<file path="config.mk">
export PLATFORM = sky130hd
export DESIGN_NAME = exhaustive_assignment_solver_core
export DESIGN_NICKNAME = d
export VERILOG_FILES = /design/src/rtl/eas_pkg.sv /design/src/rtl/eas_cost_mem.sv /design/src/rtl/eas_perm_next.sv /design/src/rtl/exhaustive_assignment_solver_core.sv
export SDC_FILE = /design/constraint.sdc
export NUM_CORES = 2
export LEC_CHECK = 0
export BUFFER_PORTS_ARGS = -buffer_cell sky130_fd_sc_hd__buf_2
export CORE_MARGIN = 3
export CORE_UTILIZATION = 51
export DETAILED_ROUTE_END_ITERATION = 6
export GPL_TIMING_DRIVEN = 0
export PLACE_DENSITY = 0.69
export SYNTH_ARGS = -nofsm -noshare
export SYNTH_HDL_FRONTEND = slang
export SYNTH_SLANG_ARGS = --single-unit
export TNS_END_PERCENT = 100
</file>
<file path="constraint.sdc">
create_clock -name clk_i -period 7.3 [get_ports clk_i]
set_input_delay 0.73 -clock clk_i [delete_from_list [all_inputs] [get_ports clk_i]]
set_output_delay 0.73 -clock clk_i [all_outputs]
set_load 0.01 [all_outputs]
</file>
<file path="src/rtl/eas_pkg.sv">
// Shared types and constants of the exhaustive assignment solver.
package eas_pkg;

  localparam int IDX_W   = 3;
  localparam int TOT_W   = 19;
  localparam int CFG_W   = 4;
  localparam int CVAL_W  = 16;
  localparam logic [TOT_W-1:0] TOTAL_MAX = 19'h7FFFF;

  // Request codes
  localparam logic REQ_LOAD  = 1'b0;
  localparam logic REQ_SOLVE = 1'b1;

  typedef logic [IDX_W-1:0] idx_t;

  typedef struct packed {
    logic              req_type;
    logic [IDX_W-1:0]  row_index;
    logic [IDX_W-1:0]  column_index;
    logic [CVAL_W-1:0] cost_value;
  } req_t;

  typedef struct packed {
    logic [IDX_W-1:0] track_number;
    logic [IDX_W-1:0] assigned_detection;
    logic [TOT_W-1:0] best_total;
    logic             last;
  } res_t;

endpackage

</file>
<file path="src/rtl/eas_cost_mem.sv">
// Cost matrix memory: one write port, one registered read port.
module eas_cost_mem #(
  parameter int DEPTH  = 64,
  parameter int AW     = 6,
  parameter int DATA_W = 16
) (
  input  logic              clk_i,
  input  logic              we_i,
  input  logic [AW-1:0]     waddr_i,
  input  logic [DATA_W-1:0] wdata_i,
  input  logic [AW-1:0]     raddr_i,
  output logic [DATA_W-1:0] rdata_o
);

  logic [DATA_W-1:0] mem_q [DEPTH];
  logic [DATA_W-1:0] rdata_q;

  // Write one entry, read one entry a cycle
  always_ff @(posedge clk_i) begin
    if (we_i) begin
      mem_q[waddr_i] <= wdata_i;
    end
    rdata_q <= mem_q[raddr_i];
  end

  assign rdata_o = rdata_q;

endmodule

</file>
<file path="src/rtl/eas_perm_next.sv">
// Next lexicographic order of the first n entries; wraps to identity.
module eas_perm_next
  import eas_pkg::*;
#(
  parameter int CAP = 8,
  parameter int KW  = 3
) (
  input  idx_t             order_i [CAP],
  input  logic [CFG_W-1:0] n_i,
  output idx_t             next_o  [CAP],
  output logic             wrap_o
);

  logic          found;
  logic [KW-1:0] p;
  logic [KW-1:0] j;
  logic [CFG_W-1:0] s;

  // Find pivot, its successor, then swap and reverse the suffix
  always_comb begin
    found = 1'b0;
    p     = '0;
    j     = '0;
    s     = '0;
    for (int i = 1; i < CAP; i++) begin
      if (i < int'(n_i) && order_i[i-1] < order_i[i]) begin
        found = 1'b1;
        p     = KW'(i - 1);
      end
    end
    for (int m = 0; m < CAP; m++) begin
      if (m < int'(n_i) && m > int'(p) && order_i[m] > order_i[p]) begin
        j = KW'(m);
      end
    end
    for (int k = 0; k < CAP; k++) begin
      next_o[k] = order_i[k];
      if (!found) begin
        next_o[k] = IDX_W'(k);
      end else if (k == int'(p)) begin
        next_o[k] = order_i[j];
      end else if (k > int'(p) && k < int'(n_i)) begin
        s = CFG_W'(int'(n_i) + int'(p) - k);
        if (KW'(s) == j) begin
          next_o[k] = order_i[p];
        end else begin
          next_o[k] = order_i[KW'(s)];
        end
      end
    end
    wrap_o = !found;
  end

endmodule

</file>
<file path="src/rtl/exhaustive_assignment_solver_core.sv">
// Top level: exhaustive assignment solver over a cost matrix memory.
// A load word writes one cost entry. A solve enumerates every order of the first n columns
// (one cost memory read per cycle, n reads per order), drains the last read and emits
// n result words; the single memory read port sets the read rate.
// Reset: track_count is 8, the order is identity, no result is pending.
// The cost memory is not cleared; the user must write entries before they are read (not enforced).
module exhaustive_assignment_solver_core
  import eas_pkg::*;
#(
  parameter int MAX_TRACKS = 8,
  parameter int COST_BITS  = 16
) (
  input  logic             clk_i,
  input  logic             rst_ni,
  input  logic             in_valid_i,
  output logic             in_stall_o,
  input  req_t             in_word_i,
  output logic             out_valid_o,
  input  logic             out_stall_i,
  output res_t             out_word_o,
  input  logic             cfg_valid_i,
  output logic             cfg_ready_o,
  input  logic [CFG_W-1:0] cfg_data_i
);

  localparam int CAP   = (MAX_TRACKS < 8) ? MAX_TRACKS : 8;
  localparam int KW    = (CAP > 1) ? $clog2(CAP) : 1;
  localparam int DEPTH = MAX_TRACKS * MAX_TRACKS;
  localparam int AW    = (DEPTH > 1) ? $clog2(DEPTH) : 1;
  localparam int SUM_W = COST_BITS + 3;
  localparam int TW    = (SUM_W > TOT_W) ? SUM_W : TOT_W;

  typedef enum logic [3:0] {
    ST_IDLE  = 4'b0001,
    ST_SUM   = 4'b0010,
    ST_DRAIN = 4'b0100,
    ST_EMIT  = 4'b1000
  } state_e;

  state_e state_q, state_d;
  logic [CFG_W-1:0] tc_q;
  logic [CFG_W-1:0] n_q, n_d;
  logic [KW-1:0]    k_q, k_d;
  idx_t             order_q [CAP];
  idx_t             order_d [CAP];
  idx_t             prev_q  [CAP];
  idx_t             bord_q  [CAP];
  idx_t             next_ord [CAP];
  logic             wrap;
  logic [SUM_W-1:0] acc_q, best_q;
  logic             have_q;
  logic             rd_v_q, rd_last_q;
  logic             issue, issue_last;
  logic [AW-1:0]    raddr, waddr;
  logic [COST_BITS-1:0] rdata;
  logic             we;
  logic [SUM_W-1:0] tot;
  logic             better;
  logic             in_acc, out_ld, emit_last;
  logic             out_valid_q;
  res_t             out_word_q;
  logic [CFG_W-1:0] nsz;
  logic [TW-1:0]    best_ext;

  assign cfg_ready_o = 1'b1;
  assign in_stall_o  = (state_q != ST_IDLE);
  assign in_acc      = in_valid_i && !in_stall_o;

  // Clamp the configured matrix size
  always_comb begin
    if (tc_q == '0) begin
      nsz = CFG_W'(1);
    end else if (int'(tc_q) > CAP) begin
      nsz = CFG_W'(CAP);
    end else begin
      nsz = tc_q;
    end
  end

  // Load path into the cost memory
  assign we = in_acc && (in_word_i.req_type == REQ_LOAD) &&
              (int'(in_word_i.row_index) < MAX_TRACKS) &&
              (int'(in_word_i.column_index) < MAX_TRACKS);
  assign waddr = AW'(AW'(in_word_i.row_index) * AW'(MAX_TRACKS) +
                     AW'(in_word_i.column_index));

  // Read path: row k at its current column
  assign issue      = (state_q == ST_SUM);
  assign issue_last = issue && (CFG_W'(k_q) == n_q - CFG_W'(1));
  assign raddr      = AW'(AW'(k_q) * AW'(MAX_TRACKS) + AW'(order_q[k_q]));

  eas_cost_mem #(
    .DEPTH  (DEPTH),
    .AW     (AW),
    .DATA_W (COST_BITS)
  ) u_mem (
    .clk_i   (clk_i),
    .we_i    (we),
    .waddr_i (waddr),
    .wdata_i (COST_BITS'(in_word_i.cost_value)),
    .raddr_i (raddr),
    .rdata_o (rdata)
  );

  eas_perm_next #(
    .CAP (CAP),
    .KW  (KW)
  ) u_next (
    .order_i (order_q),
    .n_i     (n_q),
    .next_o  (next_ord),
    .wrap_o  (wrap)
  );

  // Accumulate and compare against the best total
  assign tot    = acc_q + SUM_W'(rdata);
  assign better = rd_v_q && rd_last_q && (!have_q || tot < best_q);

  assign emit_last = (CFG_W'(k_q) == n_q - CFG_W'(1));
  assign out_ld    = (state_q == ST_EMIT) && (!out_valid_q || !out_stall_i);
  assign best_ext  = TW'(best_q);

  // Sequencer next state
  always_comb begin
    state_d = state_q;
    n_d     = n_q;
    k_d     = k_q;
    order_d = order_q;
    unique case (state_q)
      ST_IDLE: begin
        if (in_acc && in_word_i.req_type == REQ_SOLVE) begin
          state_d = ST_SUM;
          n_d     = nsz;
          k_d     = '0;
        end
      end
      ST_SUM: begin
        if (issue_last) begin
          k_d     = '0;
          order_d = next_ord;
          if (wrap) begin
            state_d = ST_DRAIN;
          end
        end else begin
          k_d = k_q + KW'(1);
        end
      end
      ST_DRAIN: begin
        if (rd_v_q && rd_last_q) begin
          state_d = ST_EMIT;
          k_d     = '0;
        end
      end
      ST_EMIT: begin
        if (out_ld) begin
          if (emit_last) begin
            state_d = ST_IDLE;
          end else begin
            k_d = k_q + KW'(1);
          end
        end
      end
      default: state_d = ST_IDLE;
    endcase
  end

  // Control registers
  always_ff @(posedge clk_i or negedge rst_ni) begin
    if (!rst_ni) begin
      state_q     <= ST_IDLE;
      tc_q        <= CFG_W'(8);
      n_q         <= CFG_W'(1);
      k_q         <= '0;
      rd_v_q      <= 1'b0;
      rd_last_q   <= 1'b0;
      have_q      <= 1'b0;
      out_valid_q <= 1'b0;
      for (int i = 0; i < CAP; i++) begin
        order_q[i] <= IDX_W'(i);
      end
    end else begin
      state_q   <= state_d;
      n_q       <= n_d;
      k_q       <= k_d;
      order_q   <= order_d;
      rd_v_q    <= issue;
      rd_last_q <= issue_last;
      if (cfg_valid_i && cfg_ready_o) begin
        tc_q <= cfg_data_i;
      end
      if (state_q == ST_IDLE) begin
        have_q <= 1'b0;
      end else if (better) begin
        have_q <= 1'b1;
      end
      if (out_ld) begin
        out_valid_q <= 1'b1;
      end else if (!out_stall_i) begin
        out_valid_q <= 1'b0;
      end
    end
  end

  // Datapath registers
  always_ff @(posedge clk_i) begin
    if (state_q == ST_IDLE) begin
      acc_q <= '0;
    end else if (rd_v_q) begin
      acc_q <= rd_last_q ? '0 : tot;
    end
    if (issue_last) begin
      prev_q <= order_q;
    end
    if (better) begin
      best_q <= tot;
      bord_q <= prev_q;
    end
    if (out_ld) begin
      out_word_q.track_number       <= IDX_W'(k_q);
      out_word_q.assigned_detection <= bord_q[k_q];
      out_word_q.best_total         <= (best_ext > TW'(TOTAL_MAX)) ? TOTAL_MAX
                                                                   : TOT_W'(best_ext);
      out_word_q.last               <= emit_last;
    end
  end

  assign out_valid_o = out_valid_q;
  assign out_word_o  = out_word_q;

endmodule
</file>
### Word level (Yosys, flattened, before mapping)

Memory sizes are Yosys's and may differ from the RTL's. A register that Yosys moved wholly into a read port is not among the register bits.
Cells that the tools add are included.

| word-level totals | value |
|---|---|
| register bits after elaboration | 155 |
| memory bits (writable) | 1024 |
| input bits | 32 |
| logic and storage cells | 294 |
| memories kept | 1 |

Memories:

| memory | words | bits a word | read ports | clocked after memory_dff | wr ports | line | text |
|---|---|---|---|---|---|---|---|
| u_mem.mem_q | 64 | 16 | 1 | 1 | 1 | eas_cost_mem.sv:15 | `logic [DATA_W-1:0] mem_q [DEPTH];` |

| operators by class | value |
|---|---|
| add/subtract/negate cells | 13 |
| magnitude comparators | 41 |
| equal/unequal tests | 36 |
| multiplexer cells | 105 |
| bitwise gates (word level) | 11 |
| reductions and logical operators | 49 |

Operators with widths:

| kind | number |
|---|---|
| $mux 3 | 64 |
| $bmux 3 s3 | 11 |
| $ge 4x4->1 const B | 10 |
| $not 3->4 | 10 |
| $mux 4 | 8 |
| $logic_and 1x1->1 | 28 |
| $reduce_and 3->1 | 8 |
| $eq 3x3->1 | 7 |
| $gt 3x3->1 | 7 |
| $lt 3x3->1 | 7 |
| $ne 3x3->1 const B | 7 |
| $add 19x16->19 | 1 |
| $gt 19x19->1 const B | 1 |
| $lt 19x19->1 | 1 |
| $mux 19 | 1 |
| $lt 3x4->1 const A | 4 |
| $pmux 4 s4 | 1 |
| $mux 1 | 15 |
| $ne 2x2->1 const B | 7 |
| $add 6x3->6 | 2 |
| $eq 3x3->1 const A | 4 |
| $gt 3x3->1 const A | 4 |
| $pmux 3 s4 | 1 |
| $sub 3x3->3 const B | 4 |
| other kinds (30) | 42 |

### Depth between registers and ports, before layout

| depth | value |
|---|---|
| depth after elaboration | 27 |
| mapped depth | 27 |

### Modules after synthesis

A second synthesis with hierarchy kept.

| second synthesis, totals | value |
|---|---|
| cell total of the unflattened synthesis | 2908 |
| area, all modules | 50938.9 µm² |

Modules (own cells, without submodules):

| module | times used | cells an instance | area each (µm²) | seq. area each (µm²) |
|---|---|---|---|---|
| eas_cost_mem | 1 | 1818 | 39908.3 | 31069.8 |
| exhaustive_assignment_solver_core | 1 | 581 | 7136.8 | 4267.8 |
| eas_perm_next | 1 | 509 | 3893.7 | 0.0 |

### Least setup slack after synthesis

OpenSTA, ideal clock, no wires.

| timing | value |
|---|---|
| path kind | register to register |
| start point | register acc_q[0] |
| end point | register best_q[0] (netlist: best_ext[0]) (enable) |
| setup time | 514 ps |
| arrival | 7131 ps |
| required time | 6786 ps |
| slack | -344 ps |
| cell stages (with the launch flop) | 21 |
| period minus slack after synthesis | 7644 ps |
| cell sequence | dfxtp_1 -> ha_1 -> fa_1 -> a21o_1 -> a21oi_1 -> o21bai_1 -> a21oi_1 -> o21bai_1 -> a21oi_1 -> o21bai_1 -> a2111oi_0 -> nor2_1 -> xor2_1 -> ha_1 -> a21oi_1 -> nor2b_1 -> o21ai_0 -> nand2b_1 -> a2111oi_0 -> o21ai_0 -> a221oi_1 |

| on the way | value |
|---|---|
| cells in the longest elaborated chain, start to end | 4 |

Ends and longest elaborated chain:

| what | line | text |
|---|---|---|
| start, declared | exhaustive_assignment_solver_core.sv:50 | `logic [SUM_W-1:0] acc_q, best_q;` |
| start signal, assigned | exhaustive_assignment_solver_core.sv:209 | `acc_q <= rd_last_q ? '0 : tot;` |
| $add 19x16->19 | exhaustive_assignment_solver_core.sv:116 | `assign tot = acc_q + SUM_W'(rdata);` |
| via tot[12] | exhaustive_assignment_solver_core.sv:57 | `logic [SUM_W-1:0] tot;` |
| $lt 19x19->1 | exhaustive_assignment_solver_core.sv:117 | `assign better = rd_v_q && rd_last_q && (!have_q \|\| tot < best_q);` |
| $logic_or 1x1->1 | exhaustive_assignment_solver_core.sv:117 |  |
| $logic_and 1x1->1 | exhaustive_assignment_solver_core.sv:117 |  |
| via better | exhaustive_assignment_solver_core.sv:58 | `logic better;` |
| end signal, assigned | exhaustive_assignment_solver_core.sv:215 | `best_q <= tot;` |
| end, declared | exhaustive_assignment_solver_core.sv:50 |  |

The timed path passes the listed nets, and every way through them passes these cells.
A chain may end at the register's enable or synchronous reset.

### Final worst setup path

| timing | value |
|---|---|
| start point | register order_q[7] (netlist bit) |
| end point | register order_q[16] (netlist bit) |

| on the way | value |
|---|---|
| cells in the longest elaborated chain, start to end | 24 |
| elaborated cells on any way between the ends | 67 |
| classes of those cells | add/sub: 2; order compare: 16; eq/ne: 3; mux: 26; bitwise: 3; reduce/logical: 17 |

Ends and longest elaborated chain:

| what | line | text |
|---|---|---|
| start, declared | exhaustive_assignment_solver_core.sv:44 | `idx_t order_q [CAP];` |
| start signal, assigned by index | exhaustive_assignment_solver_core.sv:179 | `order_q[i] <= IDX_W'(i);` |
| start signal, assigned | exhaustive_assignment_solver_core.sv:185 | `order_q <= order_d;` |
| $lt 3x3->1 | eas_perm_next.sv:26 | `if (i < int'(n_i) && order_i[i-1] < order_i[i]) begin` |
| $logic_and 1x1->1 | eas_perm_next.sv:26 |  |
| $mux 3 (3 in a row) | eas_perm_next.sv:26 |  |
| $not 3->4 | -- |  |
| $bmux 3 s3 | eas_perm_next.sv:32, eas_perm_next.sv:45 |  |
| $mux 3 (implied by the code) (2 in a row) | eas_perm_next.sv:32, eas_perm_next.sv:45 |  |
| $gt 3x3->1 | eas_perm_next.sv:32 | `if (m < int'(n_i) && m > int'(p) && order_i[m] > order_i[p]) begin` |
| $logic_and 1x1->1 | eas_perm_next.sv:32 |  |
| $mux 1 | eas_perm_next.sv:32 |  |
| $mux 2 (2 in a row) | eas_perm_next.sv:32 |  |
| $mux 3 (4 in a row) | eas_perm_next.sv:32 |  |
| $not 3->4 (implied by the code) | eas_perm_next.sv:41 | `next_o[k] = order_i[j];` |
| $bmux 3 s3 | eas_perm_next.sv:41 |  |
| $mux 3 (implied by the code) (2 in a row) | eas_perm_next.sv:41 |  |
| $mux 3 | eas_perm_next.sv:40 | `end else if (k == int'(p)) begin` |
| $mux 3 | eas_perm_next.sv:38 | `if (!found) begin` |

Several ways; a longest one is shown, not always the timed one. The select of a mux whose other input is x is not followed.

==> metrics.log <==
INFO  metric post_route_cells_drive_above_1_share = 13.8%
INFO  metric rsz0062_at_grt = true
INFO  metric worst_pin_slew = 1420 ps
INFO  metric leakagePower = 18.2 nW
INFO  metric buffer_ports.inserted = 56
INFO  metric netlist-cell-type-count = about 90
INFO  metric critical_path.cell_chain = clkbuf_2 -> inv_1 -> ha_1 -> or3b_1 -> a211oi_1 -> nor3_1 -> buf_2 -> nand3_1 -> o32ai_1 -> a21oi_1 -> o21ai_4 -> ha_1 -> o21ai_0 -> a2111oi_0 -> o31ai_1 -> a21oi_1 -> o21ai_2 -> o21a_1 -> a211oi_4 -> buf_2 -> nor2_1 -> mux2i_1 -> a32oi_2 -> a221oi_1
INFO  metric nNetsFinal = 3685
INFO  metric routed-via-count = approximately 31000
INFO  metric die_height = 323 um
INFO  metric internal-power = 10.6 mW
INFO  metric grt.met2_usage = 39.5%
INFO  metric area.sequential = between 0.03 and 0.04 mm2
INFO  metric die_width = 323 um
INFO  metric comb_power_share = 1.1%
INFO  metric layout_worst_path_cycle_share = 96.0%
INFO  metric grt_start_max_net_pins = 65
INFO  metric setup-tns-final = 0 ps
INFO  metric number_of_buffer_and_inverter_stages_on_the_critical_path = 4
INFO  metric async_flop_share = 3.60%
INFO  metric p_switching = 2.63 mW
INFO  metric timing.fmax = 143 MHz
INFO  metric grt_antenna_before_repair = 8
INFO  metric globalRouteTotalUtil = between 20% and 30%
INFO  metric tritoncts = built
INFO  metric synth-compound-area-share = 8.68%
INFO  metric cts_htree_levels = 3
INFO  metric seq_power_share = 56.5%
INFO  metric slew_violations = 0
INFO  metric yosys.area_share.adder = under 10%
INFO  metric ir_worst_vdd = 0.000255 V
INFO  metric ios = 61
INFO  metric area_of_the_multi_input_gates = 0.0150 mm2
INFO  metric areaGrowthSynthToFinish = 12.2%
INFO  metric crit_slowest_cell = sky130_fd_sc_hd__a221oi_1
INFO  metric routed_wire_length_per_instance = 27.3 um
INFO  metric path_delay_family = compound AO/OA/AOI/OAI gates
INFO  metric max_stage_delay_on_crit_path = 560 ps
INFO  metric critPathCaptureType = register
INFO  metric count_of_endpoints_failing_setup_in_the_final_report = 0
INFO  metric outcome = finished clean
INFO  metric timing.hold.worst.class = input pin to asynchronous set/reset pin
INFO  metric initial_util = 51.8%
INFO  metric syn_avg_cell_area = 15.2 um2
INFO  metric setup_slack = 295 ps
INFO  metric clock_tree.root_cell = sky130_fd_sc_hd__clkbuf_16
INFO  metric synth_simple_gate_area_share = under 10%
INFO  metric total_of_fill_cells_in_the_finished_design = 7500
INFO  metric clk_path_buf_depth = 3
INFO  metric row_count = 115
INFO  metric synth-edff-count = ~1100
INFO  metric postSynthNetCount = between 3000 and 4000
INFO  metric final.setup_skew = around 27 ps
INFO  metric clkSlewWorstSetupHoldPaths = 70 ps
INFO  metric synth_mux_area_share = 11.4%
INFO  metric drc = 0
INFO  metric cts_buffers = ~120
INFO  metric globalRoute.busiestLayer = met2
INFO  metric netlist_instances = 3362
INFO  metric power.density_cell_area = 230 mW/mm2
INFO  metric met3_usage = between 5 and 6%
INFO  metric clockPowerShare = 42.4%
INFO  metric worstPathArrival = 7550 ps
INFO  metric clock_sinks = about 1200
INFO  metric maximum_fanout_along_the_worst_path = 14
INFO  metric numPlacedInstances = approximately 4700
INFO  metric worst_ep_required_time = 7840 ps
INFO  metric grt_use_met1 = 37.1%
INFO  metric synth-warning-count = 0
INFO  metric first_pass_grt_wire_length = 197000 um
INFO  metric post_synth_xor_area_fraction = less than 1%
INFO  metric grt_pass1_vias = 29600
INFO  metric worst-setup-path-type = register to register
INFO  metric worst_skew_pair.late_latency = 700 ps
INFO  metric min_period = 7000 ps
INFO  metric finalHoldViolCount = 0
INFO  metric floorplan.die_area = 0.104 mm2
INFO  metric drt_pre_antenna_iters = 7
INFO  metric crit_path_start_kind = register
INFO  metric pre_cts_ws = -364 ps
INFO  metric gr-total-overflow = 0
INFO  metric postSynthRegisterBits = 1195
INFO  metric max_cap_violations = 0
INFO  metric dp_hpwl = 88800 um
INFO  metric core_area = slightly below 0.1 mm2
INFO  metric main_combinational_cell_family_by_area_after_synthesis = multiplexers
INFO  metric place.gp.congestion = between 0.9 and 1
INFO  metric ys.flop_type = sky130_fd_sc_hd__edfxtp_1
INFO  metric finish.cell_count_without_fillers = around 5000
INFO  metric fraction_of_the_yosys_area_taken_by_sequential_cells = 69.0%
INFO  metric slew-limit-headroom = 5.42%
INFO  metric synthesis.area = 0.0512 mm2
INFO  metric routed_via_density = 6.26
INFO  metric detail_route.iter0.violations = between 3000 and 4000
INFO  metric postRouteWirelength = 136000 um
INFO  metric postRouteAntennaNets = 0
INFO  metric power_switching_share = a little under 20%
[metrics by stage]
| step | power, mW | hold slack, ps | utilization, % | cell area, um2 |
|---|---|---|---|---|
| after detailed placement | 7.77 | 405 | 54.3 | 53700 |
| after global routing | 13.6 | 242 | 58.1 | 57500 |
| after CTS | 13.3 | 232 | 57.9 | 57300 |
| after floorplan | 7.63 | 400 | - | 51200 |
| final | 13.2 | 258 | 58.1 | 57500 |
| after global placement | 7.76 | 401 | 53.7 | 53100 |
[cell families (layout without fill, tap and decap cells)]
kind of cell               Yosys count  after routing
adders and majority gates           73             73
buffers and inverters              298            612
other                                1              9
xor gates and xnor gates            33             33
muxes                              435            435
and+or+nand+nor                    704            704
DFF                               1195           1195
AOI/OAI and AO/OA                  623            623
[cell type report]
class,count,area share (%)
well taps,1287,2.80
diodes,8,0.0348
clock inverters,70,0.744
plain buffers,226,1.53
clock buffers,144,5.41
multi-input cells,1869,26.0
flip-flops and latches,1195,61.5
inverters,72,0.470
repair buffers,100,1.55
[path summary, 6_finish.rpt]
check | cells after the start | startpoint | slack (ps) | end
worst min register to register | 0 | prev_q[0] | 420 | bord_q[0]
min in group clk_i | 2 | cfg_data_i[0] | 270 | tc_q[0]
max in group asynchronous | 1 | rst_ni | 6360 | state_q[3]
worst max register to register | 24 | order_q[7] | 300 | order_q[16]
worst max-delay path | 24 | order_q[7] | 300 | order_q[16]
worst min-delay path | 1 | rst_ni | 260 | order_q[3]
[cell usage in the layout (no fill, tap or decap), types with 71 or more instances in the layout]
cell,n
sky130_fd_sc_hd__inv_1,71
sky130_fd_sc_hd__clkbuf_1,198
sky130_fd_sc_hd__mux4_2,116
sky130_fd_sc_hd__nand2_1,323
sky130_fd_sc_hd__clkbuf_16,119
sky130_fd_sc_hd__nor2_1,95
sky130_fd_sc_hd__a211oi_1,200
sky130_fd_sc_hd__ha_1,71
sky130_fd_sc_hd__mux2i_1,285
sky130_fd_sc_hd__and2_1,93
sky130_fd_sc_hd__edfxtp_1,1117
sky130_fd_sc_hd__a21oi_1,117
[Yosys cell counts, types with 4 or more instances]
| master | number | share of area [%] |
|---|---|---|
| sky130_fd_sc_hd__a2111oi_0 | 6 | 0.10 |
| sky130_fd_sc_hd__a211o_1 | 5 | 0.085 |
| sky130_fd_sc_hd__a211oi_1 | 201 | 2.9 |
| sky130_fd_sc_hd__a21o_1 | 17 | 0.25 |
| sky130_fd_sc_hd__a21oi_1 | 118 | 1.2 |
| sky130_fd_sc_hd__a221oi_1 | 5 | 0.085 |
| sky130_fd_sc_hd__a22o_1 | 4 | 0.068 |
| sky130_fd_sc_hd__a22oi_1 | 15 | 0.22 |
| sky130_fd_sc_hd__a2bb2oi_1 | 4 | 0.068 |
| sky130_fd_sc_hd__a311oi_1 | 67 | 1.1 |
| sky130_fd_sc_hd__a31oi_1 | 70 | 0.85 |
| sky130_fd_sc_hd__and2_0 | 38 | 0.46 |
| sky130_fd_sc_hd__and2_1 | 93 | 1.1 |
| sky130_fd_sc_hd__and3_1 | 8 | 0.098 |
| sky130_fd_sc_hd__buf_1 | 36 | 0.26 |
| sky130_fd_sc_hd__buf_2 | 5 | 0.049 |
| sky130_fd_sc_hd__clkbuf_1 | 181 | 1.3 |
| sky130_fd_sc_hd__dfrtp_1 | 28 | 1.4 |
| sky130_fd_sc_hd__dfstp_2 | 15 | 0.77 |
| sky130_fd_sc_hd__dfxtp_1 | 35 | 1.4 |
| sky130_fd_sc_hd__edfxtp_1 | 1117 | 65 |
| sky130_fd_sc_hd__ha_1 | 71 | 1.7 |
| sky130_fd_sc_hd__inv_1 | 71 | 0.52 |
| sky130_fd_sc_hd__mux2_2 | 29 | 0.64 |
| sky130_fd_sc_hd__mux2i_1 | 286 | 5.6 |
| sky130_fd_sc_hd__mux4_2 | 116 | 5.1 |
| sky130_fd_sc_hd__nand2_1 | 323 | 2.4 |
| sky130_fd_sc_hd__nand2b_1 | 10 | 0.12 |
| sky130_fd_sc_hd__nand3_1 | 22 | 0.21 |
| sky130_fd_sc_hd__nand3b_1 | 8 | 0.12 |
| sky130_fd_sc_hd__nor2_1 | 145 | 1.1 |
| sky130_fd_sc_hd__nor2b_1 | 6 | 0.073 |
| sky130_fd_sc_hd__nor3_1 | 22 | 0.21 |
| sky130_fd_sc_hd__o211ai_1 | 8 | 0.12 |
| sky130_fd_sc_hd__o21a_1 | 7 | 0.10 |
| sky130_fd_sc_hd__o21ai_0 | 36 | 0.35 |
| sky130_fd_sc_hd__o21bai_1 | 6 | 0.088 |
| sky130_fd_sc_hd__o31ai_1 | 9 | 0.13 |
| sky130_fd_sc_hd__or3_1 | 8 | 0.098 |
| sky130_fd_sc_hd__xnor2_1 | 22 | 0.38 |
| sky130_fd_sc_hd__xor2_1 | 10 | 0.17 |
[power groups by stage]
stage / Sequential, mW / Clock, mW / Combinational, mW
after floorplan: 7.62 / 0 / 0.0107
after global placement: 7.63 / 0 / 0.132
after detailed placement: 7.63 / 0 / 0.138
after CTS: 7.48 / 5.67 / 0.138
after global routing: 7.48 / 5.95 / 0.153
final: 7.48 / 5.61 / 0.145
[sequential cells by signal (all words and copies together), names as in the netlist, 3 cells and up]
register and count:
order_q 24, tc_q 4, acc_q 19, u_mem.rdata_o 16, bord_q 24, out_word_o 26, n_q 4, state_q 4
prev_q 24, best_ext 19, u_mem.mem_q 1024, k_q 3
[what timing repair did]
action / CTS / global route
endpoints found under the hold margin: 0 / 0
setup buffers: 0 / 2
setup endpoints to repair: 21 / 23
pin swaps: 0 / 1
gates resized for setup: 4 / 7
hold buffers: 0 / 0
[layer usage]
metal  wire length (um)  vias up
met5                 41        -
met1              55600    15600
li1                   -    13600
met4               5370        6
met3              13500      322
met2              61100     1624
Note: power is estimated with default switching activity, not from simulation.
